$ cat config.mk
export PLATFORM = sky130hd
export DESIGN_NAME = modbus_reply_frame_checker_core
export DESIGN_NICKNAME = d
export VERILOG_FILES = /design/src/hw/rtl/mrfc_pkg.sv /design/src/hw/rtl/mrfc_frame_check.sv /design/src/hw/rtl/mrfc_out_buf.sv /design/src/hw/rtl/modbus_reply_frame_checker_core.sv
export SDC_FILE = /design/constraint.sdc
export NUM_CORES = 1
export LEC_CHECK = 0
export BUFFER_PORTS_ARGS = -buffer_cell sky130_fd_sc_hd__buf_4
export CORE_MARGIN = 8
export CORE_UTILIZATION = 30
export DETAILED_ROUTE_END_ITERATION = 10
export PLACE_DENSITY = 0.53
export SLEW_MARGIN = 20
export SYNTH_ARGS = -nofsm -noshare
export SYNTH_HDL_FRONTEND = slang
export SYNTH_SLANG_ARGS = --single-unit
$ cat constraint.sdc
create_clock -name i_clk -period 4.8 [get_ports i_clk]
set_clock_uncertainty 0.05 [all_clocks]
set_input_delay 0.96 -clock i_clk [delete_from_list [all_inputs] [get_ports i_clk]]
set_output_delay 0.96 -clock i_clk [all_outputs]
set_load 0.02 [all_outputs]
$ cat src/hw/rtl/mrfc_pkg.sv
package mrfc_pkg;

    localparam int CNT_W  = 9;
    localparam int BYTE_W = 8;
    localparam int KIND_W = 2;
    localparam int STAT_W = 2;

    localparam logic [CNT_W-1:0] CNT_MAX = {CNT_W{1'b1}};
    localparam logic [15:0] CRC_INIT = 16'hFFFF;
    localparam logic [15:0] CRC_POLY = 16'hA001;

    localparam logic [KIND_W-1:0] KIND_RD_REGS  = 2'd0;
    localparam logic [KIND_W-1:0] KIND_WR_REGS  = 2'd1;
    localparam logic [KIND_W-1:0] KIND_WR_BYTES = 2'd2;
    localparam logic [KIND_W-1:0] KIND_EXCEPT   = 2'd3;

    localparam logic [STAT_W-1:0] ST_OK      = 2'd0;
    localparam logic [STAT_W-1:0] ST_LEN_ERR = 2'd1;
    localparam logic [STAT_W-1:0] ST_CRC_ERR = 2'd2;

    localparam logic [CNT_W-1:0] LEN_RD_BASE  = 9'd5;
    localparam logic [CNT_W-1:0] LEN_WR_REGS  = 9'd8;
    localparam logic [CNT_W-1:0] LEN_WR_BYTES = 9'd7;
    localparam logic [CNT_W-1:0] LEN_EXCEPT   = 9'd5;

    typedef struct packed {
        logic [STAT_W-1:0] status;
        logic [BYTE_W-1:0] exception_code;
        logic [CNT_W-1:0]  frame_length;
    } t_result;

    function automatic logic [15:0] crc16_byte(input logic [15:0] crc,
                                               input logic [BYTE_W-1:0] b);
        logic [15:0] c;
        c = crc ^ {8'h00, b};
        for (int i = 0; i < 8; i++) begin
            c = c[0] ? ((c >> 1) ^ CRC_POLY) : (c >> 1);
        end
        return c;
    endfunction

endpackage

$ cat src/hw/rtl/mrfc_frame_check.sv
module mrfc_frame_check #(
    parameter int MAX_FRAME_BYTES = 256
) (
    input  logic                   i_clk,
    input  logic                   i_rst_n,
    input  logic                   i_valid,
    input  logic [7:0]             i_data_byte,
    input  logic                   i_last_byte,
    input  logic [1:0]             i_reply_kind,
    output logic                   o_res_valid,
    output mrfc_pkg::t_result      o_res
);
    import mrfc_pkg::*;

    localparam logic [CNT_W-1:0] MAX_LEN = CNT_W'(MAX_FRAME_BYTES);

    logic [15:0]       r_crc,  n_crc;
    logic [CNT_W-1:0]  r_cnt,  n_cnt;
    logic [BYTE_W-1:0] r_decl, n_decl;
    logic [KIND_W-1:0] r_kind, n_kind;

    logic [KIND_W-1:0] kind_eff;
    logic [BYTE_W-1:0] decl_eff;
    logic [15:0]       crc_eff;
    logic [CNT_W-1:0]  cnt_eff;
    logic [CNT_W-1:0]  expected;

    always_comb begin
        kind_eff = (r_cnt == '0) ? i_reply_kind : r_kind;
        decl_eff = (r_cnt == CNT_W'(2)) ? i_data_byte : r_decl;
        crc_eff  = crc16_byte(r_crc, i_data_byte);
        cnt_eff  = (r_cnt < CNT_MAX) ? r_cnt + CNT_W'(1) : r_cnt;

        case (kind_eff)
            KIND_RD_REGS:  expected = LEN_RD_BASE + {1'b0, decl_eff};
            KIND_WR_REGS:  expected = LEN_WR_REGS;
            KIND_WR_BYTES: expected = LEN_WR_BYTES;
            default:       expected = LEN_EXCEPT;
        endcase

        o_res.exception_code = decl_eff;
        o_res.frame_length   = cnt_eff;
        if (cnt_eff > MAX_LEN || cnt_eff != expected) begin
            o_res.status = ST_LEN_ERR;
        end else if (crc_eff != 16'h0000) begin
            o_res.status = ST_CRC_ERR;
        end else begin
            o_res.status = ST_OK;
        end
        o_res_valid = i_valid && i_last_byte;

        n_crc  = r_crc;
        n_cnt  = r_cnt;
        n_decl = r_decl;
        n_kind = r_kind;
        if (i_valid) begin
            if (i_last_byte) begin
                // frame done: back to idle values
                n_crc  = CRC_INIT;
                n_cnt  = '0;
                n_decl = '0;
                n_kind = '0;
            end else begin
                n_crc  = crc_eff;
                n_cnt  = cnt_eff;
                n_decl = decl_eff;
                n_kind = kind_eff;
            end
        end
    end

    always_ff @(posedge i_clk) begin
        if (!i_rst_n) begin
            r_crc  <= CRC_INIT;
            r_cnt  <= '0;
            r_decl <= '0;
            r_kind <= '0;
        end else begin
            r_crc  <= n_crc;
            r_cnt  <= n_cnt;
            r_decl <= n_decl;
            r_kind <= n_kind;
        end
    end

`ifndef SYNTHESIS
    a_clear_after_last: assert property (@(posedge i_clk) disable iff (!i_rst_n)
        (i_valid && i_last_byte) |=> (r_cnt == '0 && r_crc == CRC_INIT))
        else $error("state not cleared after final byte");
    a_status_code: assert property (@(posedge i_clk) disable iff (!i_rst_n)
        o_res_valid |-> (o_res.status == ST_OK || o_res.status == ST_LEN_ERR ||
                         o_res.status == ST_CRC_ERR))
        else $error("bad status code");
    a_cnt_hold: assert property (@(posedge i_clk) disable iff (!i_rst_n)
        !i_valid |=> $stable(r_cnt))
        else $error("counter moved without an item");
`endif

endmodule

$ cat src/hw/rtl/mrfc_out_buf.sv
module mrfc_out_buf (
    input  logic                i_clk,
    input  logic                i_rst_n,
    input  logic                i_push,
    input  mrfc_pkg::t_result   i_res,
    output logic                o_full,
    output logic                o_valid,
    input  logic                i_ready,
    output mrfc_pkg::t_result   o_res
);
    import mrfc_pkg::*;

    t_result     r_mem [2];
    logic        r_wptr, r_rptr;
    logic [1:0]  r_count;
    logic        pop;

    assign o_full  = (r_count == 2'd2);
    assign o_valid = (r_count != 2'd0);
    assign pop     = o_valid && i_ready;
    assign o_res   = r_mem[r_rptr];

    always_ff @(posedge i_clk) begin
        if (i_push) begin
            r_mem[r_wptr] <= i_res;
        end
    end

    always_ff @(posedge i_clk) begin
        if (!i_rst_n) begin
            r_wptr  <= 1'b0;
            r_rptr  <= 1'b0;
            r_count <= 2'd0;
        end else begin
            if (i_push) r_wptr <= ~r_wptr;
            if (pop)    r_rptr <= ~r_rptr;
            r_count <= r_count + {1'b0, i_push} - {1'b0, pop};
        end
    end

`ifndef SYNTHESIS
    a_no_overflow: assert property (@(posedge i_clk) disable iff (!i_rst_n)
        i_push |-> !o_full || pop)
        else $error("push into full result buffer");
    a_count_range: assert property (@(posedge i_clk) disable iff (!i_rst_n)
        r_count <= 2'd2)
        else $error("result count out of range");
    a_ptr_match: assert property (@(posedge i_clk) disable iff (!i_rst_n)
        (r_count == 2'd0 || r_count == 2'd2) |-> (r_wptr == r_rptr))
        else $error("pointers disagree with count");
`endif

endmodule

$ cat src/hw/rtl/modbus_reply_frame_checker_core.sv
// A final byte is registered at the input, then its result is registered in the buffer.
// Throughput: one byte per cycle; the input register advances each cycle unless a
// final byte finds the two-entry result buffer full.
// Reset: i_rst_n is synchronous, active low; it clears the frame state (CRC to 0xFFFF)
// and empties the input register and the result buffer.
module modbus_reply_frame_checker_core #(
    parameter int MAX_FRAME_BYTES = 256
) (
    input  logic       i_clk,
    input  logic       i_rst_n,
    input  logic       i_in_valid,
    output logic       o_in_ready,
    input  logic [7:0] i_data_byte,
    input  logic       i_last_byte,
    input  logic [1:0] i_reply_kind,
    output logic       o_out_valid,
    input  logic       i_out_ready,
    output logic [1:0] o_status,
    output logic [7:0] o_exception_code,
    output logic [8:0] o_frame_length
);
    import mrfc_pkg::*;

    logic              r_in_valid;
    logic [BYTE_W-1:0] r_in_byte;
    logic              r_in_last;
    logic [KIND_W-1:0] r_in_kind;

    logic    in_adv;
    logic    buf_full;
    logic    res_valid;
    t_result res;
    t_result out_res;

    // hold a final byte until the result buffer has room
    assign in_adv     = r_in_valid && (!r_in_last || !buf_full);
    assign o_in_ready = !r_in_valid || in_adv;

    always_ff @(posedge i_clk) begin
        if (!i_rst_n) begin
            r_in_valid <= 1'b0;
        end else if (o_in_ready) begin
            r_in_valid <= i_in_valid;
        end
    end

    always_ff @(posedge i_clk) begin
        if (o_in_ready && i_in_valid) begin
            r_in_byte <= i_data_byte;
            r_in_last <= i_last_byte;
            r_in_kind <= i_reply_kind;
        end
    end

    mrfc_frame_check #(
        .MAX_FRAME_BYTES(MAX_FRAME_BYTES)
    ) u_check (
        .i_clk        (i_clk),
        .i_rst_n      (i_rst_n),
        .i_valid      (in_adv),
        .i_data_byte  (r_in_byte),
        .i_last_byte  (r_in_last),
        .i_reply_kind (r_in_kind),
        .o_res_valid  (res_valid),
        .o_res        (res)
    );

    mrfc_out_buf u_out (
        .i_clk   (i_clk),
        .i_rst_n (i_rst_n),
        .i_push  (res_valid),
        .i_res   (res),
        .o_full  (buf_full),
        .o_valid (o_out_valid),
        .i_ready (i_out_ready),
        .o_res   (out_res)
    );

    assign o_status         = out_res.status;
    assign o_exception_code = out_res.exception_code;
    assign o_frame_length   = out_res.frame_length;

endmodule

==> summary.md <==
| Metric | Value |
|---|---|
| Status | `finished, final reports clean` |
| CP required | `4.84 ns` |
| Top_reg_cell synth | `edfxtp_1` |
| Syn nets | `between 400 and 500` |
| Pre-antenna DRT Iters | `5` |
| Reg clk slew, reported paths | `roughly 0.07 ns` |
| Die X | `between 100 and 150 um` |
| Sequential Area | `~0.0023 mm^2` |
| CTS buffer count | `9` |
| Worst hold slack | `~0.43 ns` |
| Synth-to-layout area growth | `15.5%` |
| Die Height | `between 100 and 150 um` |
| Nets | `488` |
| Clock Tree Buf Depth | `2` |
| Critical path startpoint category | `register` |
| Fin crit period | `3.97 ns` |
| Slowest Stage Delay on Critical Path | `approximately 0.4 ns` |
| Overflow after GRT | `0` |
| Buf/Inv on CP | `2` |
| WL per Instance | `roughly 16 um` |
| Worst path slowest cell | `dfxtp_1` |
| Worst-margin pin slew | `0.999 ns` |
| Number of global-route vias before repair | `3301` |
| DRC viols | `0` |
| Hold Path Stages | `2` |
| Synthesized flop and latch total | `90` |
| Mapped Cells | `around 440` |
| Post-synth top cells | `nand2_1 (59), edfxtp_1 (49), dfxtp_1 (41)` |
| CTS tree | `built` |
| Routability congestion estimate from global placement | `around 0.84` |
| Antenna diodes | `0` |
| Layout cells sized above 1 | `just over 20%` |
| Hold Crit Class | `reg -> reg` |
| Pwr Density | `~400 mW/mm^2` |
| WP data arrival | `4.01 ns` |
| Yosys top cell area share | `31.1%` |
| Via count | `~3400` |
| Yosys top cell by area | `edfxtp_1` |
| Unrepaired setup endpoints after global routing | `false` |
| Post-synth EDFFs | `roughly 50` |
| Placed insts | `671` |
| GRT Util Overall | `between 10% and 20%` |
| Hold_buf cts | `0` |
| Most frequent cell after synthesis | `nand2_1` |
| # fillers | `around 1600` |
| Via density | `a little under 5` |
| Final Cycle Share | `82.8%` |
| P_leak | `0.00197 uW` |
| Pins Over Slew Limit | `0` |
| Crit. path cell count | `14` |
| Fin cells | `just under 700` |
| Final wirelength | `approximately 11000 um` |
| Netlist Area Pre-Place | `between 0.004 and 0.005 mm^2` |
| Starting Density | `~30%` |
| H-tree lvl count | `3` |
| Reg2Reg Depth | `14` |
| Final setup fails | `0` |
| Die area | `0.0200 mm^2` |
| Final HPWL from detailed placement | `between 7000 and 8000 um` |
| Max IR drop VDD | `0.198 mV` |
| Normalized max-slew margin | `about a third` |
| Initial DRC Count | `around 220` |
| First-pass GRT wire length | `around 18000 um` |
| Max Clk Rate | `around 0.25 GHz` |
| CP Max Fanout | `15` |
| # resized after CTS | `0` |
| Yosys cell types | `65` |
| Ys Warns | `0` |
| Async set-or-reset flop fraction in the synthesized netlist | `0%` |
| Area of the multi-input gates | `approximately 0.0022 mm^2` |
| Avg Cell Area, Syn | `about 11 um^2` |
| Setup TNS | `0 ns` |
| Core area | `between 0.015 and 0.02 mm^2` |
| Row cnt | `46` |
| Area contributors post-synth | `edfxtp_1 (31%), dfxtp_1 (17%), mux2_2 (5.7%)` |
| Max-Cap Viols | `0` |
| Final Hold Vio Count | `0` |
| CP Cell Sequence | `inv_1 -> ha_1 -> nor4b_2 -> and2_1 -> buf_4 -> nand2_1 -> nand2_1 -> ha_1 -> nor2_1 -> mux2i_1 -> or2b_1 -> o41a_1 -> a32o_1 -> or3b_1` |
| Initial antenna violation count | `0` |
| Crit-path leading delay family | `simple AND/OR/NAND/NOR gates` |
| Antenna-violating nets left | `0` |
| Num ports | `36` |
| Kind of critical path | `reg -> reg` |
| Critical Path Sink Type | `register` |
| Root Driver | `clkbuf_16` |
| CTS Sinks | `90` |
| Post CTS Setup Buffer Count | `0` |
| Clock latency on the worst-skew pair | `~0.35 ns` |
| Largest net degree at the start of global routing | `47` |
| Buffers on Ports | `35` |
| Seq/Total Area, Yosys | `between 40% and 50%` |
-- cell families (layout without fill, tap and decap cells) --
logic type               Yosys count  after routing  share of synthesized area [%]
AO/OA/AOI/OAI                     76             76                           12.5
multiplexers                      33             33                           7.63
adder cells (fa/ha/maj)            7              7                           1.85
AND/OR/NAND/NOR                  168            168                           19.3
buffers and inverters             36             64                           4.08
XOR/XNOR                          33             33                           6.12
flip-flops                        90             90                           48.5
-- cells in the final DEF, fill, tap and decap left out, drive strengths merged, types with 9 or more instances in the layout --
master / instances
mux2i: 9
edfxtp: 49
buf: 38
nor2b: 20
o211ai: 11
nor2: 13
and2: 9
nand2: 61
xnor2: 29
a22oi: 16
clkbuf: 9
mux2: 24
dfxtp: 41
nand3: 19
inv: 11
-- report_power, final --
part	leakage (uW)	switching [uW]	total, uW	internal, uW
Clock	0.000150	311	771	460
Combinational	0.00103	260	491	231
Sequential	0.000788	55.6	913	858
Total	0.00197	626	2180	1550
-- routing by layer --
metal  wire, um  vias up  GRT usage (%)
met2       4980       66           17.2
met5          0        -              0
met3        603        6           3.70
met1       5370     1635           14.9
li1           -     1665              -
met4        106        0           3.79
-- stage by stage --
step	power [uW]	cell area (um^2)	util (%)	setup slack [ns]
after floorplan	1280	4720	-	1.13
after global placement	1420	5130	32.8	1.07
after detailed placement	1430	5130	32.8	0.873
after CTS	2210	5460	34.8	0.833
after global routing	2280	5460	34.8	0.514
final	2180	5460	34.8	0.826
-- worst min-delay path, delay by kind of cell (launching register included) --
| family | cells | cell delay [ns] |
|---|---|---|
| and+or+nand+nor | 2 | 0.12 |
| DFF | 1 | 0.32 |
-- sequential cells by signal, indices dropped and copies added (netlist names), named ones only --
signal and cells:
u_check.r_kind 2, u_out.r_wptr 1, r_in_last 1, u_check.r_cnt 9
u_out.r_rptr 1, r_in_byte 8, u_check.r_decl 8, r_in_valid 1
r_in_kind 2, u_check.r_crc 16, u_out.r_mem 38, u_out.r_count 2
-- cell type report --
class | count | share of cell area (%)
timing repair buffer | 38 | 5.23
clock inverter | 7 | 1.88
multi-input combinational | 317 | 41.1
sequential | 90 | 42.0
clock buffer | 9 | 4.13
inverter | 10 | 0.688
tap | 216 | 4.95
-- path summary, 6_finish.rpt --
check                                       from                 end  slack [ns]
worst max-delay path            u_check.r_cnt[0]  u_out.r_mem[0][17]        0.83
worst min register to register  u_check.r_crc[5]    u_check.r_crc[5]        0.43
worst max register to register  u_check.r_cnt[0]  u_out.r_mem[0][17]        0.83
worst min-delay path            u_check.r_crc[5]    u_check.r_crc[5]        0.43
Power figures use the tool's default switching activity.
